## config.mk

```make
export PLATFORM = sky130hd
export DESIGN_NAME = bitmap_id_allocator
export DESIGN_NICKNAME = d
export VERILOG_FILES = /design/src/rtl/bia_pkg.sv /design/src/rtl/bia_ram.sv /design/src/rtl/bitmap_id_allocator.sv
export SDC_FILE = /design/constraint.sdc
export NUM_CORES = 2
export LEC_CHECK = 0
export CELL_PAD_IN_SITES_DETAIL_PLACEMENT = 2
export CELL_PAD_IN_SITES_GLOBAL_PLACEMENT = 2
export CORE_UTILIZATION = 23
export CTS_BUF_LIST = sky130_fd_sc_hd__clkbuf_16
export DETAILED_ROUTE_END_ITERATION = 8
export DONT_BUFFER_PORTS = 1
export PLACE_DENSITY = 0.46
export REMOVE_ABC_BUFFERS = 1
export SLEW_MARGIN = 30
export SYNTH_ARGS = -nofsm -noshare
export SYNTH_HDL_FRONTEND = slang
export SYNTH_SLANG_ARGS = --single-unit
```

## constraint.sdc

```tcl
create_clock -name clk_i -period 12.8 [get_ports clk_i]
set_input_delay 1.28 -clock clk_i [delete_from_list [all_inputs] [get_ports clk_i]]
set_output_delay 1.28 -clock clk_i [all_outputs]
set_load 0.02 [all_outputs]
```

## src/rtl/bia_pkg.sv

```systemverilog
`timescale 1ns / 1ps
// ----------------------------------------------------------------------------
// bia_pkg
// Shared types and codes of the bitmap identifier allocator.
// ----------------------------------------------------------------------------
package bia_pkg;

  localparam int WORD_BITS = 64;

  localparam logic       OP_ALLOCATE = 1'b0;
  localparam logic       OP_RELEASE  = 1'b1;

  localparam logic [1:0] ST_OK       = 2'd0;
  localparam logic [1:0] ST_NOSPACE  = 2'd1;
  localparam logic [1:0] ST_INVALID  = 2'd2;

  localparam logic       CFG_RANGE_LOW  = 1'b0;
  localparam logic       CFG_RANGE_HIGH = 1'b1;

  typedef enum logic [6:0] {
    S_CLEAR  = 7'b0000001,
    S_IDLE   = 7'b0000010,
    S_PREP   = 7'b0000100,
    S_SCAN   = 7'b0001000,
    S_GRANT  = 7'b0010000,
    S_FREE   = 7'b0100000,
    S_RESP   = 7'b1000000
  } state_e;

endpackage

```

## src/rtl/bia_ram.sv

```systemverilog
`timescale 1ns / 1ps
// ----------------------------------------------------------------------------
// bia_ram
// Generic single-write, single-read RAM with a registered read port.
// ----------------------------------------------------------------------------
module bia_ram #(
  parameter int WIDTH = 64,
  parameter int DEPTH = 16,
  parameter int AW    = (DEPTH > 1) ? $clog2(DEPTH) : 1
) (
  input  logic             clk_i,
  input  logic             we_i,
  input  logic [AW-1:0]    waddr_i,
  input  logic [WIDTH-1:0] wdata_i,
  input  logic             re_i,
  input  logic [AW-1:0]    raddr_i,
  output logic [WIDTH-1:0] rdata_o
);

  logic [WIDTH-1:0] mem_q [DEPTH];

  always_ff @(posedge clk_i) begin
    if (we_i) begin
      mem_q[waddr_i] <= wdata_i;
    end
    if (re_i) begin
      rdata_o <= mem_q[raddr_i];
    end
  end

endmodule

```

## src/rtl/bitmap_id_allocator.sv

```systemverilog
`timescale 1ns / 1ps
// ----------------------------------------------------------------------------
// bitmap_id_allocator
// Next-fit identifier allocator over a used-bit map held in one RAM.
// An allocate scans one 64-bit map word per cycle through a priority encoder,
// 16 words per pass at the default. A release goes through check and read,
// write and result steps; an invalid request goes from the check straight to
// the result. One transfer is in flight at a time; the result register lets
// the next transfer start while a result waits. After reset a clearing pass
// writes ceil(MAX_IDS / 64) words, one per cycle, while in_stall_o stays high.
// ----------------------------------------------------------------------------
module bitmap_id_allocator #(
  parameter int MAX_IDS = 1024
) (
  input  logic        clk_i,
  input  logic        rst_ni,
  input  logic        cfg_we_i,
  input  logic        cfg_addr_i,
  input  logic [31:0] cfg_wdata_i,
  input  logic        in_valid_i,
  output logic        in_stall_o,
  input  logic        in_opcode_i,
  input  logic [31:0] in_release_id_i,
  output logic        out_valid_o,
  input  logic        out_stall_i,
  output logic [1:0]  out_status_o,
  output logic [31:0] out_granted_id_o
);

  localparam int WORDS = (MAX_IDS + 63) / 64;
  localparam int WA_W  = (WORDS > 1) ? $clog2(WORDS) : 1;
  localparam int CNT_W = $clog2(MAX_IDS + 1);

  bia_pkg::state_e state_q, state_d;

  logic [31:0]      range_low_q, range_high_q;
  logic [WA_W-1:0]  clr_word_q, clr_word_d;
  logic [WA_W-1:0]  hint_word_q, hint_word_d;
  logic [5:0]       hint_bit_q, hint_bit_d;
  logic             out_vld_q, out_vld_d;
  logic             rd_done_q, rd_done_d;
  logic             chk_vld_q, chk_vld_d;
  logic             phase_q, phase_d;

  logic             opcode_q, opcode_d;
  logic [31:0]      rid_q, rid_d;
  logic [CNT_W-1:0] cnt_q, cnt_d;
  logic [WA_W-1:0]  rel_word_q, rel_word_d;
  logic [5:0]       rel_bit_q, rel_bit_d;
  logic [WA_W-1:0]  start_word_q, start_word_d;
  logic [5:0]       start_bit_q, start_bit_d;
  logic [WA_W-1:0]  rd_word_q, rd_word_d;
  logic [WA_W-1:0]  chk_word_q, chk_word_d;
  logic [WA_W-1:0]  fnd_word_q, fnd_word_d;
  logic [5:0]       fnd_bit_q, fnd_bit_d;
  logic [63:0]      wdata_q, wdata_d;
  logic [1:0]       res_status_q, res_status_d;
  logic [31:0]      res_id_q, res_id_d;
  logic [1:0]       out_status_q, out_status_d;
  logic [31:0]      out_id_q, out_id_d;

  logic             mem_we, mem_re;
  logic [WA_W-1:0]  mem_waddr, mem_raddr;
  logic [63:0]      mem_wdata, mem_rdata;

  logic [31:0]      diff, cnt_m1, rel_off;
  logic [WA_W-1:0]  last_word;
  logic [5:0]       last_bit;
  logic             rel_invalid, hint_past;
  logic [63:0]      lo_mask, hi_mask, cand;
  logic [5:0]       enc;
  logic             found;

  bia_ram #(
    .WIDTH (64),
    .DEPTH (WORDS)
  ) u_map (
    .clk_i   (clk_i),
    .we_i    (mem_we),
    .waddr_i (mem_waddr),
    .wdata_i (mem_wdata),
    .re_i    (mem_re),
    .raddr_i (mem_raddr),
    .rdata_o (mem_rdata)
  );

  always_ff @(posedge clk_i or negedge rst_ni) begin
    if (!rst_ni) begin
      range_low_q  <= 32'd0;
      range_high_q <= 32'd1023;
    end else if (cfg_we_i) begin
      if (cfg_addr_i == bia_pkg::CFG_RANGE_LOW) begin
        range_low_q <= cfg_wdata_i;
      end else begin
        range_high_q <= cfg_wdata_i;
      end
    end
  end

  assign diff      = range_high_q - range_low_q;
  assign cnt_m1    = 32'(cnt_q) - 32'd1;
  assign last_word = cnt_m1[WA_W+5:6];
  assign last_bit  = cnt_m1[5:0];
  assign rel_off   = rid_q - range_low_q;
  assign rel_invalid = (rid_q < range_low_q) || (rid_q > range_high_q) ||
                       (rel_off >= 32'(cnt_q));
  assign hint_past = 32'({hint_word_q, hint_bit_q}) >= 32'(cnt_q);

  always_comb begin
    lo_mask = '1;
    hi_mask = '1;
    if (chk_word_q == start_word_q) begin
      lo_mask = {64{1'b1}} << start_bit_q;
    end
    if (chk_word_q == last_word) begin
      hi_mask = {64{1'b1}} >> (6'd63 - last_bit);
    end
    cand  = ~mem_rdata & lo_mask & hi_mask;
    found = |cand;
    enc   = 6'd0;
    for (int i = 63; i >= 0; i--) begin
      if (cand[i]) begin
        enc = 6'(i);
      end
    end
  end

  always_comb begin
    state_d      = state_q;
    clr_word_d   = clr_word_q;
    hint_word_d  = hint_word_q;
    hint_bit_d   = hint_bit_q;
    out_vld_d    = out_vld_q && out_stall_i;
    rd_done_d    = rd_done_q;
    chk_vld_d    = 1'b0;
    phase_d      = phase_q;
    opcode_d     = opcode_q;
    rid_d        = rid_q;
    cnt_d        = cnt_q;
    rel_word_d   = rel_word_q;
    rel_bit_d    = rel_bit_q;
    start_word_d = start_word_q;
    start_bit_d  = start_bit_q;
    rd_word_d    = rd_word_q;
    chk_word_d   = chk_word_q;
    fnd_word_d   = fnd_word_q;
    fnd_bit_d    = fnd_bit_q;
    wdata_d      = wdata_q;
    res_status_d = res_status_q;
    res_id_d     = res_id_q;
    out_status_d = out_status_q;
    out_id_d     = out_id_q;
    mem_we       = 1'b0;
    mem_waddr    = clr_word_q;
    mem_wdata    = '0;
    mem_re       = 1'b0;
    mem_raddr    = rd_word_q;

    case (state_q)
      bia_pkg::S_CLEAR: begin
        mem_we     = 1'b1;
        clr_word_d = clr_word_q + 1'b1;
        if (clr_word_q == WA_W'(WORDS - 1)) begin
          state_d = bia_pkg::S_IDLE;
        end
      end
      bia_pkg::S_IDLE: begin
        if (in_valid_i) begin
          opcode_d = in_opcode_i;
          rid_d    = in_release_id_i;
          if (range_low_q > range_high_q) begin
            cnt_d = '0;
          end else if (diff >= 32'(MAX_IDS - 1)) begin
            cnt_d = CNT_W'(MAX_IDS);
          end else begin
            cnt_d = CNT_W'(diff) + 1'b1;
          end
          state_d = bia_pkg::S_PREP;
        end
      end
      bia_pkg::S_PREP: begin
        res_id_d = '0;
        if (opcode_q == bia_pkg::OP_RELEASE) begin
          if (rel_invalid) begin
            res_status_d = bia_pkg::ST_INVALID;
            state_d      = bia_pkg::S_RESP;
          end else begin
            mem_re     = 1'b1;
            mem_raddr  = rel_off[WA_W+5:6];
            rel_word_d = rel_off[WA_W+5:6];
            rel_bit_d  = rel_off[5:0];
            state_d    = bia_pkg::S_FREE;
          end
        end else if (cnt_q == '0) begin
          res_status_d = bia_pkg::ST_NOSPACE;
          state_d      = bia_pkg::S_RESP;
        end else begin
          if (hint_past) begin
            phase_d      = 1'b1;
            start_word_d = '0;
            start_bit_d  = '0;
          end else begin
            phase_d      = 1'b0;
            start_word_d = hint_word_q;
            start_bit_d  = hint_bit_q;
          end
          rd_word_d = hint_past ? '0 : hint_word_q;
          rd_done_d = 1'b0;
          state_d   = bia_pkg::S_SCAN;
        end
      end
      bia_pkg::S_SCAN: begin
        if (!rd_done_q) begin
          mem_re     = 1'b1;
          rd_done_d  = (rd_word_q == last_word);
          rd_word_d  = rd_word_q + 1'b1;
          chk_vld_d  = 1'b1;
          chk_word_d = rd_word_q;
        end
        if (chk_vld_q) begin
          if (found) begin
            fnd_word_d = chk_word_q;
            fnd_bit_d  = enc;
            wdata_d    = mem_rdata | (64'd1 << enc);
            chk_vld_d  = 1'b0;
            state_d    = bia_pkg::S_GRANT;
          end else if (chk_word_q == last_word) begin
            chk_vld_d = 1'b0;
            if (!phase_q) begin
              phase_d      = 1'b1;
              start_word_d = '0;
              start_bit_d  = '0;
              rd_word_d    = '0;
              rd_done_d    = 1'b0;
            end else begin
              res_status_d = bia_pkg::ST_NOSPACE;
              res_id_d     = '0;
              state_d      = bia_pkg::S_RESP;
            end
          end
        end
      end
      bia_pkg::S_GRANT: begin
        mem_we       = 1'b1;
        mem_waddr    = fnd_word_q;
        mem_wdata    = wdata_q;
        hint_word_d  = fnd_word_q;
        hint_bit_d   = fnd_bit_q;
        res_status_d = bia_pkg::ST_OK;
        res_id_d     = range_low_q + 32'({fnd_word_q, fnd_bit_q});
        state_d      = bia_pkg::S_RESP;
      end
      bia_pkg::S_FREE: begin
        mem_we       = 1'b1;
        mem_waddr    = rel_word_q;
        mem_wdata    = mem_rdata & ~(64'd1 << rel_bit_q);
        res_status_d = bia_pkg::ST_OK;
        res_id_d     = '0;
        state_d      = bia_pkg::S_RESP;
      end
      bia_pkg::S_RESP: begin
        if (!out_vld_q || !out_stall_i) begin
          out_vld_d    = 1'b1;
          out_status_d = res_status_q;
          out_id_d     = res_id_q;
          state_d      = bia_pkg::S_IDLE;
        end
      end
      default: begin
        state_d = bia_pkg::S_IDLE;
      end
    endcase
  end

  always_ff @(posedge clk_i or negedge rst_ni) begin
    if (!rst_ni) begin
      state_q     <= bia_pkg::S_CLEAR;
      clr_word_q  <= '0;
      hint_word_q <= '0;
      hint_bit_q  <= '0;
      out_vld_q   <= 1'b0;
      rd_done_q   <= 1'b0;
      chk_vld_q   <= 1'b0;
      phase_q     <= 1'b0;
    end else begin
      state_q     <= state_d;
      clr_word_q  <= clr_word_d;
      hint_word_q <= hint_word_d;
      hint_bit_q  <= hint_bit_d;
      out_vld_q   <= out_vld_d;
      rd_done_q   <= rd_done_d;
      chk_vld_q   <= chk_vld_d;
      phase_q     <= phase_d;
    end
  end

  always_ff @(posedge clk_i) begin
    opcode_q     <= opcode_d;
    rid_q        <= rid_d;
    cnt_q        <= cnt_d;
    rel_word_q   <= rel_word_d;
    rel_bit_q    <= rel_bit_d;
    start_word_q <= start_word_d;
    start_bit_q  <= start_bit_d;
    rd_word_q    <= rd_word_d;
    chk_word_q   <= chk_word_d;
    fnd_word_q   <= fnd_word_d;
    fnd_bit_q    <= fnd_bit_d;
    wdata_q      <= wdata_d;
    res_status_q <= res_status_d;
    res_id_q     <= res_id_d;
    out_status_q <= out_status_d;
    out_id_q     <= out_id_d;
  end

  assign in_stall_o       = (state_q != bia_pkg::S_IDLE);
  assign out_valid_o      = out_vld_q;
  assign out_status_o     = out_status_q;
  assign out_granted_id_o = out_id_q;

endmodule

```

==> results.py <==
metrics = {
    "setup_path": {
        "critPathSlowestCell": "sky130_fd_sc_hd__inv_8",
        "r2r_setup_slack_ns": 3.48,
        "peak_fanout_along_the_critical_path": 128,
        "slowest_delay_ns": 0.62,
        "arrival_ns": 9.94,
        "capture_instance_of_the_worst_register_to_register_path": "u_map.rdata_o[42]$_DFFE_PP_",
        "worst_ep_required_time_ns": 13.42,
        "crit_family": "buffers and inverters",
        "setup.worst_path.class": "reg2reg",
        "critical_path.reg2reg.startpoint": "rid_q[0]$_DFFE_PP_",
        "reg2reg_depth": 26,
        "timing.critical_path.buf_inv": 7,
        "setup.worst_path.end_class": "flop",
        "crit_path_start_kind": "flop",
    },
    "global_route": {
        "antenna_found_initial": 22,
        "grt_usage": 0.216,
        "grt_max_degree": 197,
        "first_global_vias": 69600,
        "total_grt_overflow": 0,
        "global_route_wire_length_before_repair_mm": 537,
    },
    "clock_network": {
        "cts_post_setup_buffers_inserted": 0,
        "ctsHoldBuffers": 0,
        "cts_made_buffers": 184,
        "clk_transition_reported_paths_ns": 0.06,
        "cts_buffer_depth": 4,
        "cts_max_level": 4,
        "worst_skew_pair.late_latency_ns": 0.95,
        "cts_tree": "built",
        "cts-root-buf": "sky130_fd_sc_hd__clkbuf_16",
        "clkSinkCount": 1391,
        "post_cts_resized": 0,
    },
    "die": {
        "fp.dieArea_um2": 339000,
        "die_height_um": 582,
        "placement_rows": 212,
        "core_box_area_um2": 334000,
        "floorplan.initialDensity": 0.232,
        "die-width_um": 582,
        "io_pins": 107,
    },
    "power": {
        "power.density_cell_area_nw_per_um2": 182,
        "total_power_mw": 16.0,
        "vdd.ir_drop.worst_mv": 0.225,
        "power.static_leakage_nw": 28.4,
    },
    "placement": {
        "place.port_buffers": 0,
        "dp_hpwl_mm": 218,
        "globalplace.congestion": 0.850,
        "placement.setup.worst_slack_ns": 3.54,
    },
    "final_layout": {
        "nNetsFinal": 7397,
        "fillers": 36300,
        "area_growth_pct": 13.6,
        "share_of_post_route_cells_with_drive_strength_above_1": 0.0815,
    },
    "route": {
        "detail_route.wl_per_cell_um": 31.9,
        "route.vias.total": 65100,
        "post_drt_via_cell_ratio": 5.51,
        "first_pass_iters": 8,
        "drcViolationCount": 0,
        "detail_route.iter0.violations": 3510,
        "total_wirelength_mm": 377,
        "route.antenna.remaining_nets": 0,
    },
    "timing": {
        "layout_worst_path_cycle_share": 0.728,
        "max_slew_margin": 0.240,
        "period_minus_slack_ns": 9.32,
        "setup_viol": 0,
        "final.setup_skew_ns": 0.0753,
        "setup_ws_ns": 3.48,
        "tightest_pin_transition_ns": 1.14,
        "rsz_0062_raised_after_global_routing": "no",
        "finalMaxSlewViolations": 0,
        "maxClockFrequency_mhz": 107,
        "setup_tns_ns": 0,
        "hold_violations": 0,
    },
    "logic_synthesis": {
        "synth_cell_type_count": 107,
        "synthesis.yosys.warnings": 0,
        "yosys_top_cell_area_share": 0.504,
        "yosys_register_bits": 1391,
        "synth.top_cells.by_count": "sky130_fd_sc_hd__edfxtp_1, sky130_fd_sc_hd__nand2_1, sky130_fd_sc_hd__a21oi_1",
        "syn_inst": 7499,
        "synth_area_leaders": "sky130_fd_sc_hd__edfxtp_1, sky130_fd_sc_hd__nand2_1, sky130_fd_sc_hd__a311oi_1, sky130_fd_sc_hd__a211oi_1, sky130_fd_sc_hd__nand2b_1",
        "syn-cell-area_um2": 77500,
        "synth_sequential_area_ratio": 0.533,
        "post-synth-top-count-cell": "sky130_fd_sc_hd__edfxtp_1",
        "syn_area_per_cell_um2": 10.3,
        "dominantRegCellSynth": "sky130_fd_sc_hd__edfxtp_1",
        "number_of_synthesized_flops_with_an_enable_pin": 1302,
        "synth.largest_area_cell": "sky130_fd_sc_hd__edfxtp_1",
        "asyncSetResetFlopFracSynth": 0.0640,
    },
    "job": {
        "maxCapViolations": 0,
    },
    "hold_path": {
        "min-delay-path-class": "in2async",
    },
    "status": {
        "run_status": "completed",
    },
}
==> worst max path at each step <==
stage	start	to	slack, ns	cells after the start
floorplan	rid_q[0]$_DFFE_PP_	u_map.rdata_o[0]$_DFFE_PP_	-108.72	20
global placement	rid_q[0]$_DFFE_PP_	u_map.rdata_o[26]$_DFFE_PP_	3.31	26
detailed placement	rid_q[0]$_DFFE_PP_	u_map.rdata_o[24]$_DFFE_PP_	3.54	25
CTS	rid_q[0]$_DFFE_PP_	u_map.rdata_o[60]$_DFFE_PP_	3.53	25
global route	rid_q[0]$_DFFE_PP_	u_map.rdata_o[4]$_DFFE_PP_	3.11	26
finish	rid_q[0]$_DFFE_PP_	u_map.rdata_o[42]$_DFFE_PP_	3.48	26
==> sequential cells by signal (all words and copies together), names as in the netlist, 2 cells and up <==
| signal | count |
|---|---|
| clr_word_q | 4 |
| range_high_q | 32 |
| hint_bit_q | 6 |
| fnd_word_q | 4 |
| rid_q | 32 |
| wdata_q | 64 |
| u_map.mem_q | 1024 |
| cnt_q | 11 |
| fnd_bit_q | 6 |
| hint_word_q | 4 |
| rel_word_q | 4 |
| chk_word_q | 4 |
| state_q | 7 |
| range_low_q | 32 |
| start_bit_q | 6 |
| u_map.rdata_o | 64 |
| rel_bit_q | 6 |
| res_status_q | 2 |
| rd_word_q | 4 |
| res_id_q | 32 |
| out_status_o | 2 |
| out_granted_id_o | 32 |
| start_word_q | 4 |
==> placed cells by master, fill, tap and decap left out, types with 15 or more instances in the layout <==
cell type	netlist	routed
sky130_fd_sc_hd__nor2_1	178	158
sky130_fd_sc_hd__and3_1	26	25
sky130_fd_sc_hd__a311oi_1	517	517
sky130_fd_sc_hd__nand3_1	46	45
sky130_fd_sc_hd__dfrtp_1	78	78
sky130_fd_sc_hd__a21o_1	72	72
sky130_fd_sc_hd__a31o_2	27	27
sky130_fd_sc_hd__a221oi_1	19	19
sky130_fd_sc_hd__o21a_1	28	28
sky130_fd_sc_hd__o211ai_1	29	29
sky130_fd_sc_hd__clkinv_1	0	40
sky130_fd_sc_hd__ha_1	134	134
sky130_fd_sc_hd__and2_1	33	32
sky130_fd_sc_hd__o21ai_0	190	171
sky130_fd_sc_hd__or3_1	29	29
sky130_fd_sc_hd__buf_4	5	148
sky130_fd_sc_hd__or4_1	73	72
sky130_fd_sc_hd__xnor2_1	51	50
sky130_fd_sc_hd__nand2_1	1273	1272
sky130_fd_sc_hd__nand4_1	24	24
sky130_fd_sc_hd__a32o_1	45	45
sky130_fd_sc_hd__o22ai_1	264	264
sky130_fd_sc_hd__nor3_1	87	85
sky130_fd_sc_hd__xor2_1	22	21
sky130_fd_sc_hd__nor4_1	21	19
sky130_fd_sc_hd__a21oi_1	628	627
sky130_fd_sc_hd__clkinv_2	0	18
sky130_fd_sc_hd__o21ai_1	5	15
sky130_fd_sc_hd__nor2b_1	41	39
sky130_fd_sc_hd__a31oi_1	34	34
sky130_fd_sc_hd__edfxtp_1	1302	1302
sky130_fd_sc_hd__buf_12	0	17
sky130_fd_sc_hd__clkbuf_16	0	187
sky130_fd_sc_hd__mux2_2	35	35
sky130_fd_sc_hd__nand2b_1	550	550
sky130_fd_sc_hd__a211oi_1	531	531
sky130_fd_sc_hd__inv_1	129	184
sky130_fd_sc_hd__or2_2	26	26
sky130_fd_sc_hd__nor2_4	0	18
==> final cells by class <==
class / instances / area, um2 / share of cell area
sequential: 1391 / 41300 / 0.470
antenna: 5 / 12.5 / 0.000142
clock inverter: 139 / 943 / 0.0107
tap: 4494 / 5620 / 0.0639
multi-input combinational: 5304 / 33300 / 0.378
inverter: 130 / 498 / 0.00566
timing repair buffer: 178 / 1650 / 0.0187
clock buffer: 187 / 4680 / 0.0532
==> stage by stage <==
step	cell area, um2	instances	utilization	hold WS [ns]
after floorplan	74700	6825	-	0.400
after global placement	82200	11500	0.246	0.403
after detailed placement	82400	11500	0.246	0.406
after CTS	88000	11800	0.263	0.0409
after global routing	88000	11800	0.263	0.0505
final	88000	11800	0.263	0.0960
==> worst register-to-register path: stages, from the launching register on <==
cell and delay [ns]:
sky130_fd_sc_hd__edfxtp_1 0.36, sky130_fd_sc_hd__inv_1 0.08, sky130_fd_sc_hd__ha_1 0.18, sky130_fd_sc_hd__inv_1 0.06
sky130_fd_sc_hd__fa_1 0.44, sky130_fd_sc_hd__a211oi_1 0.37, sky130_fd_sc_hd__o21bai_1 0.13, sky130_fd_sc_hd__a21oi_1 0.36
sky130_fd_sc_hd__xor2_4 0.17, sky130_fd_sc_hd__inv_8 0.62, sky130_fd_sc_hd__ha_1 0.41, sky130_fd_sc_hd__o21ai_0 0.16
sky130_fd_sc_hd__nor2_1 0.08, sky130_fd_sc_hd__o2111ai_1 0.18, sky130_fd_sc_hd__a21oi_1 0.09, sky130_fd_sc_hd__or4_1 0.54
sky130_fd_sc_hd__nor4_1 0.28, sky130_fd_sc_hd__nand4_1 0.21, sky130_fd_sc_hd__nor4_2 0.38, sky130_fd_sc_hd__buf_4 0.47
sky130_fd_sc_hd__nand2_8 0.47, sky130_fd_sc_hd__buf_6 0.58, sky130_fd_sc_hd__buf_4 0.65, sky130_fd_sc_hd__buf_12 0.42
sky130_fd_sc_hd__a311oi_1 0.66, sky130_fd_sc_hd__o22ai_1 0.13, sky130_fd_sc_hd__or4_1 0.56
==> per-layer routing <==
layer | track usage | part of all wire | up-vias
li1 | - | - | 28300
met1 | 0.288 | 0.46 | 35200
met2 | 0.368 | 0.48 | 1193
met3 | 0.0235 | 0.032 | 465
met4 | 0.0617 | 0.029 | 10
met5 | 0 | 0.00019 | -
==> logic make-up after synthesis <==
family | synth area share
flops | 0.533
mux | 0.00651
xor+xnor | 0.00825
buf+inv | 0.0419
simple gates | 0.155
fa+ha+maj | 0.0224
compound gates | 0.233
==> power by group <==
part           internal (mW)  switching, mW
clock network           2.84           2.18
registers               5.10          0.179
logic                   1.52           4.17
total                   9.45           6.53
Power figures use the tool's default switching activity.
